### src/design/dpjd_pkg.sv
// ----------------------------------------------------------------------------
// dpjd_pkg
// Types and constants for the deadband PID joint drive.
// ----------------------------------------------------------------------------
package dpjd_pkg;

  localparam int SAMPLE_W = 10;
  localparam int GAIN_W   = 12;
  localparam int BAND_W   = 10;
  localparam int ERR_W    = 11;
  localparam int DUTY_W   = 8;
  localparam int CFG_IDX_W  = 2;
  localparam int CFG_DATA_W = 12;

  localparam int SUM_WIDTH_DEF = 32;

  localparam logic [GAIN_W-1:0] PROP_GAIN_RST  = 12'd768;
  localparam logic [GAIN_W-1:0] INTEG_GAIN_RST = 12'd0;
  localparam logic [GAIN_W-1:0] DERIV_GAIN_RST = 12'd26;
  localparam logic [BAND_W-1:0] DEAD_BAND_RST  = 10'd20;

  localparam logic [DUTY_W-1:0] DUTY_MAX = 8'd255;

  // Any |sum| beyond 2^16 saturates the duty for every nonzero gain.
  localparam int               ISUM_W     = 17;
  localparam logic [ISUM_W-1:0] ISUM_CLAMP = 17'h10000;

  typedef enum logic [CFG_IDX_W-1:0] {
    CFG_PROP_GAIN  = 2'd0,
    CFG_INTEG_GAIN = 2'd1,
    CFG_DERIV_GAIN = 2'd2,
    CFG_DEAD_BAND  = 2'd3
  } cfg_index_t;

  typedef struct packed {
    logic [GAIN_W-1:0] prop_gain;
    logic [GAIN_W-1:0] integral_gain;
    logic [GAIN_W-1:0] deriv_gain;
    logic [BAND_W-1:0] dead_band;
  } dpjd_cfg_t;

  typedef struct packed {
    logic                     drive_forward;
    logic                     drive_reverse;
    logic [DUTY_W-1:0]        duty;
    logic signed [ERR_W-1:0]  position_error;
  } dpjd_result_t;

endpackage

### src/design/dpjd_terms.sv
// ----------------------------------------------------------------------------
// dpjd_terms
// Error, direction, PID duty and next running sum for one sample pair.
// ----------------------------------------------------------------------------
module dpjd_terms #(
  parameter int SUM_WIDTH = dpjd_pkg::SUM_WIDTH_DEF
) (
  input  dpjd_pkg::dpjd_cfg_t                    cfg,
  input  logic [dpjd_pkg::SAMPLE_W-1:0]          master_sample,
  input  logic [dpjd_pkg::SAMPLE_W-1:0]          slave_sample,
  input  logic signed [dpjd_pkg::ERR_W-1:0]      last_error,
  input  logic signed [SUM_WIDTH-1:0]            error_sum,
  output dpjd_pkg::dpjd_result_t                 result,
  output logic signed [SUM_WIDTH-1:0]            error_sum_next
);
  import dpjd_pkg::*;

  localparam int EXT_W = (SUM_WIDTH > ISUM_W) ? SUM_WIDTH : ISUM_W;

  logic signed [ERR_W-1:0]   err;
  logic signed [ERR_W-1:0]   band_s;
  logic [SAMPLE_W-1:0]       err_mag;
  logic signed [ERR_W:0]     diff;
  logic [ERR_W-1:0]          diff_mag;
  logic [SUM_WIDTH-1:0]      sum_mag;
  logic [EXT_W-1:0]          sum_mag_ext;
  logic [ISUM_W-1:0]         isum;
  logic [GAIN_W+SAMPLE_W-1:0] p_prod;
  logic [GAIN_W+ISUM_W-1:0]   i_prod;
  logic [GAIN_W+ERR_W-1:0]    d_prod;
  logic [GAIN_W+ISUM_W-1:0]   total;
  logic signed [SUM_WIDTH:0] sum_wide;

  always_comb begin
    err    = ERR_W'($signed({1'b0, master_sample}) - $signed({1'b0, slave_sample}));
    band_s = $signed({1'b0, cfg.dead_band});

    err_mag  = err[ERR_W-1] ? SAMPLE_W'(-err) : err[SAMPLE_W-1:0];
    diff     = {err[ERR_W-1], err} - {last_error[ERR_W-1], last_error};
    diff_mag = diff[ERR_W] ? ERR_W'(-diff) : diff[ERR_W-1:0];

    sum_mag     = error_sum[SUM_WIDTH-1] ? (~error_sum + 1'b1) : error_sum;
    sum_mag_ext = EXT_W'(sum_mag);
    isum        = (sum_mag_ext > EXT_W'(ISUM_CLAMP)) ? ISUM_CLAMP : sum_mag_ext[ISUM_W-1:0];

    p_prod = cfg.prop_gain * err_mag;
    i_prod = cfg.integral_gain * isum;
    d_prod = cfg.deriv_gain * diff_mag;

    // Each term is truncated on its own before the sum.
    total = (GAIN_W+ISUM_W)'(p_prod[GAIN_W+SAMPLE_W-1:8])
          + (GAIN_W+ISUM_W)'(i_prod[GAIN_W+ISUM_W-1:8])
          + (GAIN_W+ISUM_W)'(d_prod[GAIN_W+ERR_W-1:8]);

    result.drive_forward  = err > band_s;
    result.drive_reverse  = err < -band_s;
    result.duty           = (total > (GAIN_W+ISUM_W)'(DUTY_MAX)) ? DUTY_MAX
                                                                 : total[DUTY_W-1:0];
    result.position_error = err;

    sum_wide = {error_sum[SUM_WIDTH-1], error_sum}
             + {{(SUM_WIDTH+1-ERR_W){err[ERR_W-1]}}, err};
    if (sum_wide[SUM_WIDTH] != sum_wide[SUM_WIDTH-1]) begin
      // overflow: clamp to the signed range
      error_sum_next = sum_wide[SUM_WIDTH] ? {1'b1, {(SUM_WIDTH-1){1'b0}}}
                                           : {1'b0, {(SUM_WIDTH-1){1'b1}}};
    end else begin
      error_sum_next = sum_wide[SUM_WIDTH-1:0];
    end
  end

endmodule

### src/design/deadband_pid_joint_drive_top.sv
// ----------------------------------------------------------------------------
// deadband_pid_joint_drive_top
// One master/slave joint channel: deadband direction and PID duty per sample.
// ----------------------------------------------------------------------------
// Channel   Direction  Handshake            Payload
// in        sink       in_valid / in_stall   master_sample, slave_sample
// out       source     out_valid / out_stall drive_forward, drive_reverse, duty,
//                                            position_error
// cfg       sink       cfg_valid / cfg_ready cfg_index, cfg_data
//
// One sample pair per cycle while the output is not stalled; each pair passes the
// input register, then the result register, via one step through the three gain
// multipliers and the running-sum update, which must close before the next item.
// Synchronous reset restores the gains, dead band, last error and sum.
// A stalled result holds; an empty input register takes one more transfer,
// then in_stall stays high until the result leaves.
// ----------------------------------------------------------------------------
module deadband_pid_joint_drive_top #(
  parameter int SUM_WIDTH = dpjd_pkg::SUM_WIDTH_DEF
) (
  input  logic                                clk,
  input  logic                                rst,
  input  logic                                in_valid,
  output logic                                in_stall,
  input  logic [dpjd_pkg::SAMPLE_W-1:0]       master_sample,
  input  logic [dpjd_pkg::SAMPLE_W-1:0]       slave_sample,
  output logic                                out_valid,
  input  logic                                out_stall,
  output logic                                drive_forward,
  output logic                                drive_reverse,
  output logic [dpjd_pkg::DUTY_W-1:0]         duty,
  output logic signed [dpjd_pkg::ERR_W-1:0]   position_error,
  input  logic                                cfg_valid,
  output logic                                cfg_ready,
  input  logic [dpjd_pkg::CFG_IDX_W-1:0]      cfg_index,
  input  logic [dpjd_pkg::CFG_DATA_W-1:0]     cfg_data
);
  import dpjd_pkg::*;

  dpjd_cfg_t               cfg;
  logic                    s1_valid;
  logic [SAMPLE_W-1:0]     s1_master;
  logic [SAMPLE_W-1:0]     s1_slave;
  logic signed [ERR_W-1:0] last_error;
  logic signed [SUM_WIDTH-1:0] error_sum;
  logic signed [SUM_WIDTH-1:0] error_sum_next;
  dpjd_result_t            result_next;
  logic                    advance;
  logic                    in_xfer;

  assign advance   = !out_valid || !out_stall;
  assign in_stall  = s1_valid && !advance;
  assign in_xfer   = in_valid && !in_stall;
  assign cfg_ready = 1'b1;

  dpjd_terms #(
    .SUM_WIDTH (SUM_WIDTH)
  ) u_terms (
    .cfg            (cfg),
    .master_sample  (s1_master),
    .slave_sample   (s1_slave),
    .last_error     (last_error),
    .error_sum      (error_sum),
    .result         (result_next),
    .error_sum_next (error_sum_next)
  );

  always_ff @(posedge clk) begin
    if (rst) begin
      s1_valid           <= 1'b0;
      out_valid          <= 1'b0;
      last_error         <= '0;
      error_sum          <= '0;
      cfg.prop_gain      <= PROP_GAIN_RST;
      cfg.integral_gain  <= INTEG_GAIN_RST;
      cfg.deriv_gain     <= DERIV_GAIN_RST;
      cfg.dead_band      <= DEAD_BAND_RST;
    end else begin
      if (!in_stall) begin
        s1_valid <= in_valid;
      end
      if (advance) begin
        out_valid <= s1_valid;
      end
      if (advance && s1_valid) begin
        last_error <= result_next.position_error;
        error_sum  <= error_sum_next;
      end
      if (cfg_valid && cfg_ready) begin
        case (cfg_index_t'(cfg_index))
          CFG_PROP_GAIN:  cfg.prop_gain     <= cfg_data[GAIN_W-1:0];
          CFG_INTEG_GAIN: cfg.integral_gain <= cfg_data[GAIN_W-1:0];
          CFG_DERIV_GAIN: cfg.deriv_gain    <= cfg_data[GAIN_W-1:0];
          CFG_DEAD_BAND:  cfg.dead_band     <= cfg_data[BAND_W-1:0];
          default: ;
        endcase
      end
    end
  end

  // payload registers
  always_ff @(posedge clk) begin
    if (in_xfer) begin
      s1_master <= master_sample;
      s1_slave  <= slave_sample;
    end
    if (advance && s1_valid) begin
      drive_forward  <= result_next.drive_forward;
      drive_reverse  <= result_next.drive_reverse;
      duty           <= result_next.duty;
      position_error <= result_next.position_error;
    end
  end

endmodule

### config.mk
export PLATFORM = sky130hd
export DESIGN_NAME = deadband_pid_joint_drive_top
export DESIGN_NICKNAME = d
export VERILOG_FILES = /design/src/design/dpjd_pkg.sv /design/src/design/dpjd_terms.sv /design/src/design/deadband_pid_joint_drive_top.sv
export SDC_FILE = /design/constraint.sdc
export NUM_CORES = 1
export LEC_CHECK = 0
export BUFFER_PORTS_ARGS = -buffer_cell sky130_fd_sc_hd__clkbuf_2
export CORE_UTILIZATION = 45
export DETAILED_ROUTE_END_ITERATION = 8
export PLACE_DENSITY = 0.63
export RECOVER_POWER = 25
export SETUP_SLACK_MARGIN = 0.3
export SYNTH_ARGS = -nofsm -noshare
export SYNTH_HDL_FRONTEND = slang
export SYNTH_SLANG_ARGS = --single-unit
### constraint.sdc
create_clock -name clk -period 15.2 [get_ports clk]
set_input_delay 1.52 -clock clk [delete_from_list [all_inputs] [get_ports clk]]
set_output_delay 1.52 -clock clk [all_outputs]
set_load 0.01 [all_outputs]
==> impl_metrics.env, run 1 <==
export IMPL_start_util_pct=45.85
export IMPL_p_leak_nw=12.83
export IMPL_end_kind="register"
export IMPL_utilization_pct=48.57
export IMPL_drc=0
export IMPL_slowest_stage="xor2_1"
export IMPL_port_buffer_count=61
export IMPL_antenna_found_initial=2
export IMPL_arrival_ns=13.53
export IMPL_worstSetupStartpointType="register"
export IMPL_cts_sinks=132
export IMPL_status="complete, but fails checks"
export IMPL_r2r_start="s1_master[0]"
export IMPL_rsz0062_at_grt="no"
export IMPL_skew_ns=0.01347
export IMPL_setup_viol=0
export IMPL_fin_crit_ns=13.33
export IMPL_core_um2=54240
export IMPL_io_pins=63
export IMPL_synth_area_um2=24870
export IMPL_peakVddDrop_mv=0.5384
export IMPL_synth_cell_types=88
export IMPL_synth_top_area_share_pct=25.68
export IMPL_required_ns=15.40
export IMPL_wirelength_um=66630
export IMPL_htreeDepth=4
export IMPL_grt_start_max_net_pins=92
export IMPL_p_sw_mw=3.443
export IMPL_hold_path_class="reg -> reg"
export IMPL_hold_viol=0
export IMPL_vias=20320
export IMPL_grt_pass1_wl_um=111000
export IMPL_cellPowerDensity_nw_per_um2=246.6
export IMPL_clkLatencyLatePin_ns=0.47
export IMPL_ys_seq_elements=132
export IMPL_max_slew_margin_pct=-182.5
export IMPL_synth_cells=2988
export IMPL_overflow=0
export IMPL_combPwrFrac_pct=86.0
export IMPL_n_fill_cell=5225
export IMPL_syn_num_nets=3624
export IMPL_startpoint="s1_master[0]"
export IMPL_ys_top_cells_by_area="fa_1 (26%), ha_1 (14%), dfxtp_1 (7.3%), inv_1 (7.0%), nand2_1 (6.0%)"
export IMPL_post_dp_cell_area_um2=25770
export IMPL_area_growth_pct=5.942
export IMPL_postCtsSetupBuffers=0
export IMPL_tns_ns=0
export IMPL_max_freq_ghz=0.07499
export IMPL_avgSynthCellArea_um2=8.322
export IMPL_post_place_ws_ns=1.984
export IMPL_ys_seq_area_share_pct=12.28
export IMPL_p_sw_share_pct=53.00
export IMPL_clock_power_share_pct=6.7
export IMPL_final_max_slew_violation_count=125
export IMPL_max_cap_violations=2
export IMPL_design_area_um2=26350
export IMPL_grt_usage_pct=24.81
export IMPL_drt_iter0_drc=1192
export IMPL_firstDrtPassIters=5
export IMPL_synth_enable_flop_cells=41
export IMPL_slowest_delay_ns=0.99
export IMPL_place_hpwl_um=52600
export IMPL_path_max_fanout=12
export IMPL_gp_congestion=0.9482
export IMPL_synth_flop_cell="dfxtp_1"
export IMPL_fin_nets=3600
export IMPL_tightest_slew_ns=4.237
export IMPL_fin_ws_ns=1.865
export IMPL_clk_pin_slew_ns=0.06
export IMPL_async_flop_share_pct=0
export IMPL_fin_crit_sh_pct=87.73
export IMPL_viasPerCell=5.532
export IMPL_tritoncts="yes"
export IMPL_setup_worst_path_class="reg -> reg"
export IMPL_whs_ns=0.4544
export IMPL_ant_nets=0
export IMPL_diodes=0
export IMPL_seq_power_share_pct=7.3
export IMPL_grt_pass1_vias=21288
export IMPL_die_h_um=237.1
export IMPL_yosysWarnings=0
export IMPL_violations="max-capacitance violations, max-slew violations"
export IMPL_fp_dieArea_um2=56200
export IMPL_p_int_mw=3.053
export IMPL_cts_resized=0
export IMPL_layout_drive_gt1_share_pct=5.173
export IMPL_hold_buffers=0
export IMPL_yosysTopAreaCell="fa_1"
export IMPL_numCtsBuffers=17
export IMPL_cts_root_buf="clkbuf_16"
export IMPL_rows=85
export IMPL_hp_start="last_error[4]"
export IMPL_die_x_um=237.1
export IMPL_wire_per_inst_um=18.14
export IMPL_clock_path_buffers=2
==> worst paths after layout <==
kind | to | slack [ns] | depth (start not counted)
worst max-delay path | duty[0] | 1.87 | 48
worst min-delay path | last_error[4] | 0.45 | 2
worst max register to register | duty[0] | 1.87 | 48
worst min register to register | last_error[4] | 0.45 | 2
==> placed cells by master, fill, tap and decap left out, types with 77 or more instances in the layout <==
cell,n
and2_1,100
ha_1,278
xnor2_1,102
a21oi_1,117
fa_1,319
nor2_1,174
dfxtp_1,91
nor2b_1,77
inv_1,461
nand2_1,397
==> synthesized netlist by cell type (29+ instances only) <==
cell type and instances:
inv_1 461, nand2_1 397, fa_1 319, ha_1 278
nor2_1 174, clkbuf_1 127, a21oi_1 118, xnor2_1 102
and2_1 100, dfxtp_1 91, nor2b_1 77, o21ai_0 65
a21o_1 56, and3_1 55, nand2b_1 45, edfxtp_1 41
xor2_1 41, nor3_1 40, a211oi_1 39, nand3_1 32
a31oi_1 29
==> area by class of cell <==
| type | count | area, um^2 | area share, % |
|---|---|---|---|
| inverters | 464 | 1742 | 6.611 |
| clock inverters | 10 | 116.4 | 0.4417 |
| repair buffers | 97 | 550.5 | 2.090 |
| multi-input cells | 2252 | 19530 | 74.12 |
| clock buffers | 22 | 485.5 | 1.843 |
| well taps | 696 | 870.8 | 3.305 |
| flip-flops and latches | 132 | 3053 | 11.59 |
==> power by group through the flow <==
| stage | clock network, mW | registers [mW] | logic (mW) |
|---|---|---|---|
| floorplan | 0 | 0.441 | 4.30 |
| global placement | 0 | 0.481 | 5.47 |
| detailed placement | 0 | 0.482 | 5.57 |
| CTS | 0.443 | 0.474 | 5.63 |
| global route | 0.458 | 0.479 | 6.35 |
| finish | 0.433 | 0.476 | 5.59 |
==> kinds of logic after synthesis <==
kind of cell             count (synthesis)  share of synthesized area [%]
AO/OA/AOI/OAI                          458                          12.31
XOR/XNOR                               143                          5.036
adder cells (fa/ha/maj)                615                          40.39
buffers and inverters                  604                          9.243
flip-flops                             132                          12.28
multiplexers                            22                         0.9559
other                                    1                        0.01508
AND/OR/NAND/NOR                       1013                          19.77
==> per-stage QoR <==
step | instances | total power, mW
CTS | 3673 | 6.544
global placement | 3641 | 5.956
finish | 3673 | 6.496
floorplan | 2988 | 4.739
detailed placement | 3641 | 6.055
global route | 3673 | 7.288
==> critical path: cells and delay by family, from the launching register on <==
kind,cells,cell delay [ns]
buf+inv,6,0.56
flops,1,0.36
mux,1,0.27
simple gates,10,2.22
fa+ha+maj,10,3.80
compound gates,18,4.18
xor+xnor,3,1.66
==> routing by layer <==
layer	wire (um)	global-route usage [%]
met1	29080	31.84
met5	0	0
met4	2161	8.817
met2	31670	42.35
met3	3723	3.719
==> sequential cells by signal, indices dropped and copies added, names as in the netlist, 8 cells and up <==
signal	count
duty	8
s1_master	10
error_sum	32
last_error	11
s1_slave	10
position_error	11
cfg	46
Note: power is estimated with default switching activity, not from simulation.
==> inputs of run 2 (changes only) <==
--- a/config.mk
+++ b/config.mk
@@ -5,6 +5,7 @@
 export SDC_FILE = /design/constraint.sdc
 export NUM_CORES = 1
 export LEC_CHECK = 0
+export ABC_AREA = 1
 export BUFFER_PORTS_ARGS = -buffer_cell sky130_fd_sc_hd__clkbuf_2
 export CORE_UTILIZATION = 45
 export DETAILED_ROUTE_END_ITERATION = 8
==> impl_metrics.env, run 2 <==
export IMPL_hold_depth=2
export IMPL_path_max_fanout=10
export IMPL_startpoint="s1_master[0]"
export IMPL_clock_path_buffers=2
export IMPL_wire_per_inst_um=16.33
export IMPL_diodes=0
export IMPL_ys_top_cells_by_area="fa_1 (26%), ha_1 (14%), nand2_1 (11%), inv_1 (10%), dfxtp_1 (7.3%)"
export IMPL_max_freq_ghz=0.09208
export IMPL_fin_nets=4031
export IMPL_drc=0
export IMPL_n_fill_cell=5446
export IMPL_top_register="cfg"
export IMPL_arrival_ns=11.06
export IMPL_synth_flop_cell="dfxtp_1"
export IMPL_synth_cells=3370
export IMPL_core_um2=54130
export IMPL_ys_seq_area_share_pct=12.29
export IMPL_clkLatencyLatePin_ns=0.46
export IMPL_drt_iter0_drc=1344
export IMPL_die_h_um=237.0
export IMPL_cts_root_buf="clkbuf_16"
export IMPL_postCtsSetupBuffers=0
export IMPL_clk_pin_slew_ns=0.08
export IMPL_worstRegToRegCells=57
export IMPL_io_pins=63
export IMPL_viasPerCell=5.187
export IMPL_stdcell_count=4104
export IMPL_rsz0062_at_grt="no"
export IMPL_tns_ns=0
export IMPL_skew_ns=0.01997
export IMPL_yosys_top_cells_count="nand2_1 (714), inv_1 (677), nor2_1 (333), fa_1 (319), ha_1 (278)"
export IMPL_synth_top_area_share_pct=25.71
export IMPL_hold_path_class="reg -> reg"
export IMPL_whs_ns=0.5198
export IMPL_place_inst=4072
export IMPL_grt_usage_pct=24.70
export IMPL_status="completed"
export IMPL_hold_buffers=0
export IMPL_required_ns=15.40
export IMPL_critPathMostFrequentCell="nand2_1"
export IMPL_synth_cell_types=53
export IMPL_async_flop_share_pct=0
export IMPL_port_buffer_count=61
export IMPL_htreeDepth=4
export IMPL_vias=21289
export IMPL_fin_crit_sh_pct=71.45
export IMPL_layout_drive_gt1_share_pct=4.636
export IMPL_holdPathEnd="cfg[1]"
export IMPL_rrSetupSlack_ns=4.34
export IMPL_max_cap_violations=0
export IMPL_largest_reg_flops=46
export IMPL_start_util_pct=45.89
export IMPL_yosysTopAreaCell="fa_1"
export IMPL_top_regs="cfg x46, error_sum x32"
export IMPL_tightest_slew_ns=1.097
export IMPL_wirelength_um=67000
export IMPL_worstSetupStartpointType="register"
export IMPL_hp_start="cfg[1]"
export IMPL_hold_viol=0
export IMPL_syn_num_nets=4006
export IMPL_numCtsBuffers=17
export IMPL_avgSynthCellArea_um2=7.371
export IMPL_grt_pass1_vias=21462
export IMPL_tritoncts="yes"
export IMPL_grt_pass1_wl_um=110600
export IMPL_die_x_um=237.0
export IMPL_slowest_stage="xnor2_1"
export IMPL_firstDrtPassIters=5
export IMPL_synth_enable_flop_cells=41
export IMPL_final_max_slew_violation_count=0
export IMPL_max_slew_margin_pct=26.35
export IMPL_synth_most_common_cell="nand2_1"
export IMPL_synth_area_um2=24840
export IMPL_antenna_found_initial=0
export IMPL_reg2reg_to="duty[5]"
export IMPL_place_hpwl_um=55680
export IMPL_r2r_start="s1_master[0]"
export IMPL_end_kind="register"
export IMPL_ant_nets=0
export IMPL_ys_seq_elements=132
export IMPL_cts_resized=0
export IMPL_layout_commonest_cell="nand2_1"
export IMPL_slowest_delay_ns=0.87
export IMPL_setup_worst_path_class="reg -> reg"
export IMPL_grt_start_max_net_pins=84
export IMPL_fp_dieArea_um2=56150
export IMPL_cts_sinks=132
export IMPL_mostFrequentLayoutCells="nand2_1 (715), inv_1 (676), nor2_1 (332)"
export IMPL_rows=85
export IMPL_gp_congestion=0.9268
export IMPL_yosysWarnings=0
export IMPL_area_growth_pct=6.296
export IMPL_overflow=0
export IMPL_setup_viol=0
export IMPL_fin_crit_ns=10.86
-- run 2: worst max path at each step --
stage                    to  cells past startpoint
global route        duty[5]                     55
detailed placement  duty[5]                     54
global placement    duty[0]                     52
floorplan           duty[0]                     53
finish              duty[5]                     57
CTS                 duty[5]                     57
-- run 2: layout make-up --
cell class              instances  area (um^2)  share of cell area [%]
inverters                     687         2579                   9.766
clock inverters                14        152.6                  0.5781
multi-input cells            2490        18970                   71.85
repair buffers                 67        347.8                   1.317
clock buffers                  18        429.2                   1.625
well taps                     696        870.8                   3.298
flip-flops and latches        132         3053                   11.56
-- run 2: per-stage QoR --
stage / area, um^2 / util, % / setup slack (ns)
3_5_place_dp: 25830 / 47.71 / 4.394
6_report: 26410 / 48.78 / 4.340
5_1_grt: 26410 / 48.78 / 3.202
2_1_floorplan: 24840 / - / 5.105
3_3_place_gp: 25830 / 47.71 / 4.502
4_1_cts: 26410 / 48.79 / 4.382
-- run 2: layer usage --
layer | track usage [%] | routed length, um | vias up
met4 | 6.671 | 1522 | 0
met1 | 34.03 | 31750 | 10166
met5 | 0 | 0 | -
li1 | - | - | 10544
met3 | 2.949 | 3145 | 73
met2 | 40.87 | 30590 | 506
-- run 2: cell families (layout without fill, tap and decap cells) --
family	count (synthesis)	after routing	synth area share (%)
and+or+nand+nor	1280	1280	21.37
buffers and inverters	748	786	11.40
adders and majority gates	597	597	39.71
AOI/OAI and AO/OA	469	469	10.17
xor gates and xnor gates	142	142	5.007
DFF	132	132	12.29
other	1	1	0.01510
muxes	1	1	0.04030
-- run 2: worst max-delay path: cells and delay by family, from the launching register on --
| kind | cells | cell delay, ns |
|---|---|---|
| compound gates | 10 | 1.34 |
| simple gates | 25 | 2.96 |
| buf+inv | 9 | 0.50 |
| flops | 1 | 0.36 |
| fa+ha+maj | 10 | 4.24 |
| xor+xnor | 3 | 1.21 |
Power of run 2 is not shown: default switching activity piles up to over one toggle a cycle in this logic, so the estimate is an artifact.
==> inputs of run 3 (changes only) <==
==> constraint.sdc (replaced) <==
create_clock -name clk -period 10.88 [get_ports clk]
set_input_delay 1.088 -clock clk [delete_from_list [all_inputs] [get_ports clk]]
set_output_delay 1.088 -clock clk [all_outputs]
set_load 0.01 [all_outputs]
==> impl_metrics.env, run 3 (synthesis results as in run 2) <==
export IMPL_status="complete, but fails checks"
export IMPL_violations="max-capacitance violations, max-slew violations"
export IMPL_layout_drive_gt1_share_pct=8.552
export IMPL_diodes=0
export IMPL_vias=21441
export IMPL_setup_viol=0
export IMPL_rsz0062_at_grt="yes"
export IMPL_tightest_slew_ns=3.405
export IMPL_io_pins=63
export IMPL_clk_pin_slew_ns=0.06
export IMPL_utilization_pct=50.20
export IMPL_tritoncts="yes"
export IMPL_startpoint="s1_master[0]"
export IMPL_arrival_ns=10.25
export IMPL_worstRegToRegCells=58
export IMPL_antenna_found_initial=0
export IMPL_max_slew_margin_pct=-127.0
export IMPL_fin_crit_ns=10.05
export IMPL_hold_path_class="reg -> reg"
export IMPL_gp_congestion=0.9563
export IMPL_fp_dieArea_um2=56150
export IMPL_max_freq_ghz=0.09948
export IMPL_worstSetupStartpointType="register"
export IMPL_slowest_delay_ns=0.54
export IMPL_ant_nets=0
export IMPL_clock_path_buffers=2
export IMPL_rows=85
export IMPL_multi_input_area_um2=19280
export IMPL_mostFrequentLayoutCells="nand2_1 (697), inv_1 (658), nor2_1 (328)"
export IMPL_cts_sinks=132
export IMPL_area_growth_pct=9.394
export IMPL_whs_ns=0.5140
export IMPL_end_kind="register"
export IMPL_overflow=0
export IMPL_tns_ns=0
export IMPL_max_cap_violations=1
export IMPL_grt_pass1_wl_um=109300
export IMPL_cts_root_buf="clkbuf_16"
export IMPL_slowest_stage="fa_1"
export IMPL_firstDrtPassIters=7
export IMPL_grt_start_max_net_pins=84
export IMPL_path_delay_family="adder cells"
export IMPL_hold_viol=0
export IMPL_required_ns=11.08
export IMPL_port_buffer_count=61
export IMPL_drt_iter0_drc=1491
export IMPL_n_fill_cell=5411
export IMPL_hp_start="out_valid"
export IMPL_start_util_pct=45.89
export IMPL_fin_nets=4084
export IMPL_htreeDepth=4
export IMPL_cp_num_buf_inv=12
export IMPL_wirelength_um=66780
export IMPL_die_x_um=237.0
export IMPL_path_max_fanout=10
export IMPL_clkLatencyLatePin_ns=0.47
export IMPL_place_hpwl_um=55000
export IMPL_seq_area_um2=3053
export IMPL_top_register="cfg"
export IMPL_hold_buffers=0
export IMPL_wire_per_inst_um=16.06
export IMPL_skew_ns=0.01653
export IMPL_largest_reg_flops=46
export IMPL_holdPathEnd="out_valid"
export IMPL_numCtsBuffers=17
export IMPL_grt_usage_pct=24.44
export IMPL_drc=0
export IMPL_grt_pass1_vias=21492
export IMPL_top_regs="cfg x46, error_sum x32"
export IMPL_rrSetupSlack_ns=0.83
export IMPL_die_h_um=237.0
export IMPL_viasPerCell=5.158
export IMPL_hold_depth=2
export IMPL_core_um2=54130
export IMPL_r2r_start="s1_master[0]"
export IMPL_reg2reg_to="duty[6]"
export IMPL_setup_worst_path_class="reg -> reg"
export IMPL_fin_crit_sh_pct=92.39
export IMPL_final_max_slew_violation_count=84
export IMPL_layout_commonest_cell="nand2_1"
[run 3: cell types whose count changed in the layout (fill, tap and decap cells not counted), moves of 7 or more]
cell        before  now
inv_1          676  658
a21oi_1        244  233
a21oi_2          0   12
nand2_1        715  697
nand2_2         22   36
inv_2            4   14
clkinvlp_4       4   12
buf_4            6   52
ha_1           278  271
[run 3: final cells by class]
class	instances	area share, %
Inverter	687	9.664
Timing Repair inverter	3	0.05525
Sequential cell	132	11.23
Clock buffer	18	1.579
Multi-Input combinational cell	2491	70.94
Tap cell	696	3.205
Timing Repair Buffer	116	2.680
Clock inverter	14	0.6446
[run 3: metrics by stage]
stage	cells	area, um^2	setup slack (ns)
final	4157	27170	0.8274
after global routing	4157	27170	0.1464
after CTS	4122	26580	0.3627
after detailed placement	4090	25980	0.3998
after global placement	4090	25980	0.5274
after floorplan	3370	24840	0.7852
[run 3: worst register-to-register path, delay by kind of cell, from the launching register on]
family / cells / cell delay (ns)
fa+ha+maj: 10 / 4.00
simple gates: 24 / 2.61
compound gates: 9 / 1.24
buf+inv: 12 / 0.95
xor+xnor: 3 / 0.62
flops: 1 / 0.36
[run 3: worst max-delay path by stage]
| stage | depth (start not counted) | end |
|---|---|---|
| floorplan | 53 | duty[0] |
| global placement | 58 | duty[0] |
| detailed placement | 52 | duty[6] |
| CTS | 55 | duty[6] |
| global route | 58 | duty[6] |
| finish | 58 | duty[6] |
[run 3: repair_timing]
action	CTS	global route
setup buffers	0	31
gates resized for setup	0	105
endpoints found under the setup margin	0	8
[run 3: per-layer routing]
layer | global-route usage [%] | part of all wire, % | wire, um | vias to the layer above
met5 | 0 | 0 | 0 | -
met4 | 7.399 | 2.6 | 1741 | 0
met3 | 4.931 | 6.9 | 4600 | 101
met2 | 39.69 | 45 | 30160 | 617
met1 | 32.72 | 45 | 30270 | 10076
li1 | - | - | - | 10647
Power of run 3 is left out for the same reason.
